### src/rtl/core/brle_pkg.sv
// ----------------------------------------------------------------------------
// brle_pkg
// Shared types and constants for the binary row run-length encoder.
// ----------------------------------------------------------------------------
package brle_pkg;

    localparam int COL_W       = 12;
    localparam int WIDTH_W     = 13;
    localparam int PIX_W       = 8;
    localparam int MAX_WIDTH   = 4096;
    localparam int QUEUE_DEPTH = 4;
    localparam int QPTR_W      = $clog2(QUEUE_DEPTH);
    localparam int QCNT_W      = $clog2(QUEUE_DEPTH + 1);

    localparam logic [PIX_W-1:0]   PIX_WHITE     = 8'd255;
    localparam logic [PIX_W-1:0]   PIX_BLACK     = 8'd0;
    localparam logic [WIDTH_W-1:0] WIDTH_RESET   = 13'd640;
    localparam logic [WIDTH_W-1:0] WIDTH_MAX     = 13'(MAX_WIDTH);
    localparam logic [WIDTH_W-1:0] WIDTH_MIN     = 13'd1;

    localparam int PADDR_W = 3;
    localparam logic [PADDR_W-1:0] ADDR_ROW_WIDTH = 3'd0;

    typedef struct packed {
        logic [COL_W-1:0] run_begin;
        logic [COL_W-1:0] run_finish;
        logic             row_end_marker;
        logic             last;
    } result_t;

    // results produced by one pixel transaction, res0 goes out first
    typedef struct packed {
        logic [1:0] count;
        result_t    res0;
        result_t    res1;
    } push_t;

endpackage

### src/rtl/core/binary_row_run_length_encoder_top.sv
// A pixel is registered, then its results enter the queue once the queue has room;
//   the first result shows on m_valid once it is held in the queue.
// Throughput: one pixel per cycle while the queue has room; a row end that closes
//   a run gives two results; the four-entry queue pops one per cycle with m_ready.
// Reset: synchronous active-low aresetn clears column, run state and queue,
//   row_width returns to 640.
// ----------------------------------------------------------------------------
// binary_row_run_length_encoder_top
// Run-length encoder for binary image rows with an APB row width register.
// ----------------------------------------------------------------------------
module binary_row_run_length_encoder_top
    import brle_pkg::*;
(
    input  logic               aclk,
    input  logic               aresetn,
    input  logic               psel,
    input  logic               penable,
    input  logic               pwrite,
    input  logic [PADDR_W-1:0] paddr,
    input  logic [31:0]        pwdata,
    output logic [31:0]        prdata,
    output logic               pready,
    input  logic               s_valid,
    output logic               s_ready,
    input  logic [PIX_W-1:0]   s_pixel,
    output logic               m_valid,
    input  logic               m_ready,
    output logic [COL_W-1:0]   m_run_begin,
    output logic [COL_W-1:0]   m_run_finish,
    output logic               m_row_end_marker,
    output logic               m_last
);

    logic [WIDTH_W-1:0] row_width_reg, row_width_next;
    logic               wr_en;
    logic               addr_hit;
    logic               room;
    push_t              push;

    assign pready   = 1'b1;
    assign addr_hit = paddr[PADDR_W-1:2] == ADDR_ROW_WIDTH[PADDR_W-1:2];
    assign wr_en    = psel && penable && pwrite && pready && addr_hit;
    assign prdata   = addr_hit ? {{(32-WIDTH_W){1'b0}}, row_width_reg} : '0;

    always_comb begin
        row_width_next = wr_en ? pwdata[WIDTH_W-1:0] : row_width_reg;
    end

    always_ff @(posedge aclk) begin
        if (!aresetn) begin
            row_width_reg <= WIDTH_RESET;
        end else begin
            row_width_reg <= row_width_next;
        end
    end

    brle_encoder u_encoder (
        .aclk      (aclk),
        .aresetn   (aresetn),
        .s_valid   (s_valid),
        .s_ready   (s_ready),
        .s_pixel   (s_pixel),
        .row_width (row_width_reg),
        .room      (room),
        .push      (push)
    );

    brle_out_queue u_out_queue (
        .aclk             (aclk),
        .aresetn          (aresetn),
        .push             (push),
        .room             (room),
        .m_valid          (m_valid),
        .m_ready          (m_ready),
        .m_run_begin      (m_run_begin),
        .m_run_finish     (m_run_finish),
        .m_row_end_marker (m_row_end_marker),
        .m_last           (m_last)
    );

endmodule

### src/rtl/core/brle_encoder.sv
// ----------------------------------------------------------------------------
// brle_encoder
// Input register, row/run state and result generation for one pixel.
// ----------------------------------------------------------------------------
module brle_encoder
    import brle_pkg::*;
(
    input  logic               aclk,
    input  logic               aresetn,
    input  logic               s_valid,
    output logic               s_ready,
    input  logic [PIX_W-1:0]   s_pixel,
    input  logic [WIDTH_W-1:0] row_width,
    input  logic               room,
    output push_t              push
);

    logic               in_valid_reg, in_valid_next;
    logic [PIX_W-1:0]   pixel_reg;
    logic [COL_W-1:0]   column_reg, column_next;
    logic               in_run_reg, in_run_next;
    logic [COL_W-1:0]   open_start_reg, open_start_next;

    logic               consume;
    logic [WIDTH_W-1:0] eff_width;
    logic [WIDTH_W-1:0] col_plus;
    logic               row_end;
    logic               open_now;
    logic               run_open;
    logic [COL_W-1:0]   start_col;
    logic               close_zero;
    logic               close_end;
    logic               run_out;
    result_t            run_res;
    result_t            mark_res;

    assign consume = in_valid_reg && room;
    assign s_ready = !in_valid_reg || consume;

    always_comb begin
        if (row_width == '0) begin
            eff_width = WIDTH_MIN;
        end else if (row_width > WIDTH_MAX) begin
            eff_width = WIDTH_MAX;
        end else begin
            eff_width = row_width;
        end
    end

    assign col_plus   = {1'b0, column_reg} + WIDTH_W'(1);
    assign row_end    = col_plus >= eff_width;
    assign open_now   = !in_run_reg && (pixel_reg == PIX_WHITE);
    assign run_open   = in_run_reg || open_now;
    assign start_col  = open_now ? column_reg : open_start_reg;
    assign close_zero = run_open && (pixel_reg == PIX_BLACK);
    assign close_end  = run_open && !close_zero && row_end;
    assign run_out    = close_zero || close_end;

    always_comb begin
        run_res.run_begin      = start_col;
        run_res.run_finish     = close_zero ? column_reg - COL_W'(1) : column_reg;
        run_res.row_end_marker = 1'b0;
        run_res.last           = !row_end;
        mark_res.run_begin      = '0;
        mark_res.run_finish     = '0;
        mark_res.row_end_marker = 1'b1;
        mark_res.last           = 1'b1;
    end

    always_comb begin
        push.count = '0;
        push.res0  = run_out ? run_res : mark_res;
        push.res1  = mark_res;
        if (consume) begin
            push.count = {1'b0, run_out} + {1'b0, row_end};
        end
    end

    always_comb begin
        in_valid_next   = in_valid_reg;
        column_next     = column_reg;
        in_run_next     = in_run_reg;
        open_start_next = open_start_reg;
        if (consume) begin
            in_valid_next = 1'b0;
            in_run_next   = run_open && !run_out;
            if (open_now) begin
                open_start_next = column_reg;
            end
            column_next = row_end ? '0 : col_plus[COL_W-1:0];
        end
        if (s_valid && s_ready) begin
            in_valid_next = 1'b1;
        end
    end

    always_ff @(posedge aclk) begin
        if (!aresetn) begin
            in_valid_reg   <= 1'b0;
            column_reg     <= '0;
            in_run_reg     <= 1'b0;
            open_start_reg <= '0;
        end else begin
            in_valid_reg   <= in_valid_next;
            column_reg     <= column_next;
            in_run_reg     <= in_run_next;
            open_start_reg <= open_start_next;
        end
    end

    always_ff @(posedge aclk) begin
        if (s_valid && s_ready) begin
            pixel_reg <= s_pixel;
        end
    end

endmodule

### src/rtl/core/brle_out_queue.sv
// ----------------------------------------------------------------------------
// brle_out_queue
// Small result queue taking up to two results per cycle, one out per cycle with m_ready.
// ----------------------------------------------------------------------------
module brle_out_queue
    import brle_pkg::*;
(
    input  logic             aclk,
    input  logic             aresetn,
    input  push_t            push,
    output logic             room,
    output logic             m_valid,
    input  logic             m_ready,
    output logic [COL_W-1:0] m_run_begin,
    output logic [COL_W-1:0] m_run_finish,
    output logic             m_row_end_marker,
    output logic             m_last
);

    result_t             entry_reg [QUEUE_DEPTH];
    logic [QPTR_W-1:0]   wr_ptr_reg, wr_ptr_next;
    logic [QPTR_W-1:0]   rd_ptr_reg, rd_ptr_next;
    logic [QCNT_W-1:0]   count_reg, count_next;
    logic                pop;
    result_t             head;

    // room for the worst case of two results from one pixel
    assign room    = count_reg <= QCNT_W'(QUEUE_DEPTH - 2);
    assign m_valid = count_reg != '0;
    assign pop     = m_valid && m_ready;
    assign head    = entry_reg[rd_ptr_reg];

    assign m_run_begin      = head.run_begin;
    assign m_run_finish     = head.run_finish;
    assign m_row_end_marker = head.row_end_marker;
    assign m_last           = head.last;

    always_comb begin
        wr_ptr_next = wr_ptr_reg + QPTR_W'(push.count);
        rd_ptr_next = pop ? rd_ptr_reg + QPTR_W'(1) : rd_ptr_reg;
        count_next  = count_reg + QCNT_W'(push.count) - QCNT_W'(pop);
    end

    always_ff @(posedge aclk) begin
        if (!aresetn) begin
            wr_ptr_reg <= '0;
            rd_ptr_reg <= '0;
            count_reg  <= '0;
        end else begin
            wr_ptr_reg <= wr_ptr_next;
            rd_ptr_reg <= rd_ptr_next;
            count_reg  <= count_next;
        end
    end

    always_ff @(posedge aclk) begin
        if (push.count != 2'd0) begin
            entry_reg[wr_ptr_reg] <= push.res0;
        end
        if (push.count == 2'd2) begin
            entry_reg[wr_ptr_reg + QPTR_W'(1)] <= push.res1;
        end
    end

    a_count_bound: assert property (@(posedge aclk) disable iff (!aresetn)
        count_reg <= QCNT_W'(QUEUE_DEPTH))
        else $error("result queue overflow");

    a_push_room: assert property (@(posedge aclk) disable iff (!aresetn)
        (push.count != 2'd0) |-> room)
        else $error("results pushed without room");

    a_pair_order: assert property (@(posedge aclk) disable iff (!aresetn)
        (push.count == 2'd2) |-> (!push.res0.last && !push.res0.row_end_marker
                                  && push.res1.last && push.res1.row_end_marker))
        else $error("run and marker pair out of order");

    a_single_last: assert property (@(posedge aclk) disable iff (!aresetn)
        (push.count == 2'd1) |-> push.res0.last)
        else $error("single result without last");

    a_no_three: assert property (@(posedge aclk) disable iff (!aresetn)
        push.count != 2'd3)
        else $error("more than two results from one pixel");

endmodule
### config.mk
export PLATFORM = sky130hd
export DESIGN_NAME = binary_row_run_length_encoder_top
export DESIGN_NICKNAME = d
export VERILOG_FILES = /design/src/rtl/core/brle_pkg.sv /design/src/rtl/core/binary_row_run_length_encoder_top.sv /design/src/rtl/core/brle_encoder.sv /design/src/rtl/core/brle_out_queue.sv
export SDC_FILE = /design/constraint.sdc
export NUM_CORES = 1
export LEC_CHECK = 0
export ABC_AREA = 0
export BUFFER_PORTS_ARGS = -buffer_cell sky130_fd_sc_hd__buf_2
export CAP_MARGIN = 20
export CORE_ASPECT_RATIO = 1.1
export CORE_MARGIN = 1.5
export CORE_UTILIZATION = 58
export DETAILED_ROUTE_END_ITERATION = 8
export MAX_ROUTING_LAYER = met4
export PLACE_DENSITY = 0.86
export SKIP_CTS_REPAIR_TIMING = 1
export SLEW_MARGIN = 40
export SYNTH_ARGS = -nofsm -noshare
export SYNTH_HDL_FRONTEND = slang
export SYNTH_SLANG_ARGS = --single-unit
### constraint.sdc
create_clock -name aclk -period 5.4 [get_ports aclk]
set_input_delay 1.08 -clock aclk [delete_from_list [all_inputs] [get_ports aclk]]
set_output_delay 1.08 -clock aclk [all_outputs]
set_load 0.05 [all_outputs]
==> flow_metrics.py <==
metrics = {
    "placement": {
        "gp_congestion": 0.842,
        "hpwl_um": 11700,
        "portBuffers": 69,
    },
    "global_routing": {
        "grt_usage_pct": 27.2,
        "antenna_found_initial": 0,
        "grt_overflow": 0,
        "grt_start_max_net_pins": 52,
        "grt_pass1_wl_um": 29800,
        "grt_pass1_vias": 6217,
    },
    "synth": {
        "synth_area_per_cell_sq_um": 9.17,
        "synth_edf_count": 8,
        "yosys.cell_types.count": 62,
        "ys_warn_count": 0,
        "synth-seq-cells": 160,
        "synth_seq_area_share_pct": 42.0,
        "synthCells": 852,
        "yosysTopAreaCellShare_pct": 38.9,
        "async_reset_ff_share_pct": 0,
        "synth_area_sq_um": 7810,
        "ys_top_cells_by_area": "dfxtp_1, nand2_1, mux4_2",
        "dominantRegCellSynth": "dfxtp_1",
        "yosys.area.top_type": "dfxtp_1",
    },
    "setup_path": {
        "critPathMostFrequentCell": "ha_1",
        "worst-setup-path-type": "reg -> reg",
        "required_ns": 5.72,
        "crit_buf_inv": 3,
        "reg2reg_from": "u_encoder.column_reg[0]$_SDFFE_PN0P_",
        "end_kind": "flip-flop",
        "path_max_fanout": 11,
        "crit_family": "adder cells",
        "worst_r2r_path_depth": 21,
        "arrival_ns": 4.91,
        "crit_path_start_kind": "flip-flop",
        "worst_path_max_delay_cell": "dfxtp_1",
        "worstPathCellList": "ha_1 -> and3_1 -> and3_1 -> and3_1 -> xor2_1 -> ha_1 -> a211oi_1 -> nor2_1 -> a211oi_2 -> nand3_1 -> nor2_1 -> o21a_1 -> inv_1 -> ha_1 -> inv_1 -> ha_1 -> inv_1 -> fa_1 -> xor2_1 -> xnor2_1 -> and2_1",
        "r2r_slack_ns": 0.81,
        "reg2reg_to": "u_out_queue.count_reg[2]$_SDFF_PN0_",
        "cp_slowest_stage_delay_ns": 0.53,
    },
    "detailed_routing": {
        "drtIter0Drc": 398,
        "drtPass1Iterations": 5,
        "detail-route-antenna-nets": 0,
        "totalWireLength_um": 17900,
        "met1_length_um": 7110,
        "top_layer": "met4",
        "routedWlPerCell_um": 16.9,
        "drc": 0,
        "met2_wirelength_um": 9120,
        "wl_met3_um": 1270,
        "routed-via-count": 6170,
        "vias_per_cell": 5.81,
    },
    "power": {
        "swShare_pct": 26.4,
        "p_per_area_nw_per_um2": 324,
        "power.internal_mw": 2.07,
        "p_leak_nw": 3.30,
        "power_frac_comb_pct": 12.7,
        "p_total_mw": 2.82,
        "netSwitchingPower_mw": 0.743,
        "vdd_drop_max_mv": 0.206,
        "pwr-share-seq_pct": 45.0,
        "pwr-share-clk_pct": 42.3,
    },
    "floorplanning": {
        "num_rows": 44,
        "start_util_pct": 59.4,
        "dieArea_sq_um": 14200,
        "chipWidth_um": 114,
        "io_pins": 111,
        "die_h_um": 125,
        "core-area_sq_um": 13200,
    },
    "clocking": {
        "cts_buffers": 17,
        "cts_tree": "done",
        "clk_latency_ns": 0.43,
        "cts.sinks": 160,
        "cts-root-buf": "clkbuf_16",
        "path_clk_slew_ns": 0.06,
        "cts.path.max_buffers": 2,
        "cts_htree_levels": 4,
    },
    "timing": {
        "setup_tns_ns": 0,
        "timing.fmax_ghz": 0.218,
        "tightest_slew_ns": 0.866,
        "period_minus_slack_ns": 4.59,
        "max_slew_margin_pct": 42.3,
        "slew_violations": 0,
        "fin_crit_sh_pct": 85.0,
        "finalSetupViolations": 0,
        "rsz0062_at_grt": "false",
        "fin_worst_skew_ns": 0.00673,
        "hold_viol_final": 0,
    },
    "layout": {
        "drive_gt1_share_pct": 18.4,
        "layout_commonest_cell": "nand2_1",
        "antenna_cells": 0,
        "fill_cells": 1021,
        "final_cell_mix": "nand2_1, dfxtp_1, buf_2",
        "syn_to_final_growth_pct": 11.1,
        "largest_register_ffs": 104,
        "fin_nets": 959,
    },
    "min_path": {
        "min_from": "u_out_queue.entry_reg[0][18]$_SDFFE_PP0P_",
        "holdPathStages": 2,
        "hp-class": "reg -> reg",
        "hold_end": "u_out_queue.entry_reg[0][18]$_SDFFE_PP0P_",
    },
    "run": {
        "cap_viol_max_count": 0,
    },
    "status": {
        "status": "complete, no violations",
    },
}
through the flow:
| step | instance area, sq um | hold slack (ns) | worst slack, ns | cells | util (%) |
|---|---|---|---|---|---|
| 4_1_cts | 8680 | 0.453 | 0.854 | 1062 | 66.0 |
| 3_5_place_dp | 8100 | 0.445 | 0.887 | 1031 | 61.6 |
| 5_1_grt | 8680 | 0.472 | 0.464 | 1062 | 66.0 |
| 3_3_place_gp | 8090 | 0.439 | 1.00 | 1031 | 61.5 |
| 6_report | 8680 | 0.452 | 0.812 | 1062 | 66.0 |
| 2_1_floorplan | 7880 | 0.433 | 1.04 | 870 | - |
power by group through the flow:
stage	Sequential (mW)	Clock [mW]	Combinational, mW
floorplan	1.27	0	0.321
global placement	1.29	0	0.347
detailed placement	1.29	0	0.355
CTS	1.27	1.20	0.359
global route	1.27	1.25	0.388
finish	1.27	1.19	0.359
synth_stat cells (20+ instances only):
| cell | instances |
|---|---|
| nor2b_1 | 27 |
| a21oi_1 | 53 |
| buf_4 | 22 |
| dfxtp_1 | 152 |
| nand3_1 | 21 |
| mux4_2 | 26 |
| nor2_1 | 66 |
| mux2i_1 | 24 |
| a22o_1 | 24 |
| nand2_1 | 159 |
| a22oi_1 | 20 |
| buf_2 | 27 |
| clkbuf_1 | 26 |
metal layers:
metal  vias up  track usage, %
li1       3015               -
met1      2863            31.7
met2       255            45.6
met3        37            4.91
met4         0            12.3
met5         -               -
final cells by class:
class	count	area (sq um)	area share, %
clock buffer	22	474	5.46
timing repair buffer	82	443	5.10
clock inverter	9	108	1.24
sequential	160	3290	37.9
inverter	9	33.8	0.389
multi-input combinational	619	4140	47.6
tap	161	201	2.32
worst max path at each step:
stage	slack, ns	depth (start not counted)	from	end
final	0.81	21	u_encoder.column_reg[0]$_SDFFE_PN0P_	u_out_queue.count_reg[2]$_SDFF_PN0_
after global routing	0.46	21	u_encoder.column_reg[0]$_SDFFE_PN0P_	u_out_queue.count_reg[2]$_SDFF_PN0_
after CTS	0.85	21	u_encoder.column_reg[0]$_SDFFE_PN0P_	u_out_queue.count_reg[2]$_SDFF_PN0_
after detailed placement	0.89	21	u_encoder.column_reg[0]$_SDFFE_PN0P_	u_out_queue.count_reg[2]$_SDFF_PN0_
after global placement	1.00	21	u_encoder.column_reg[0]$_SDFFE_PN0P_	u_out_queue.count_reg[2]$_SDFF_PN0_
after floorplan	1.04	23	u_encoder.column_reg[3]$_SDFFE_PN0P_	u_out_queue.count_reg[2]$_SDFF_PN0_
worst register-to-register path, cell delays in order, from the launching register on:
cell      delay, ns
dfxtp_1        0.53
ha_1           0.28
and3_1         0.21
and3_1         0.27
and3_1         0.26
xor2_1         0.17
ha_1           0.26
a211oi_1       0.25
nor2_1         0.08
a211oi_2       0.33
nand3_1        0.15
nor2_1         0.15
o21a_1         0.18
inv_1          0.06
ha_1           0.26
inv_1          0.06
ha_1           0.13
inv_1          0.05
fa_1           0.37
xor2_1         0.16
xnor2_1        0.13
and2_1         0.15
logic make-up after synthesis:
group	synth area share, %
buffers and inverters	6.15
XOR/XNOR	2.13
AND/OR/NAND/NOR	21.7
flip-flops	42.0
multiplexers	10.6
adder cells (fa/ha/maj)	3.30
other	0.0961
AO/OA/AOI/OAI	14.0
No activity file was read; power rests on OpenSTA's default activity.
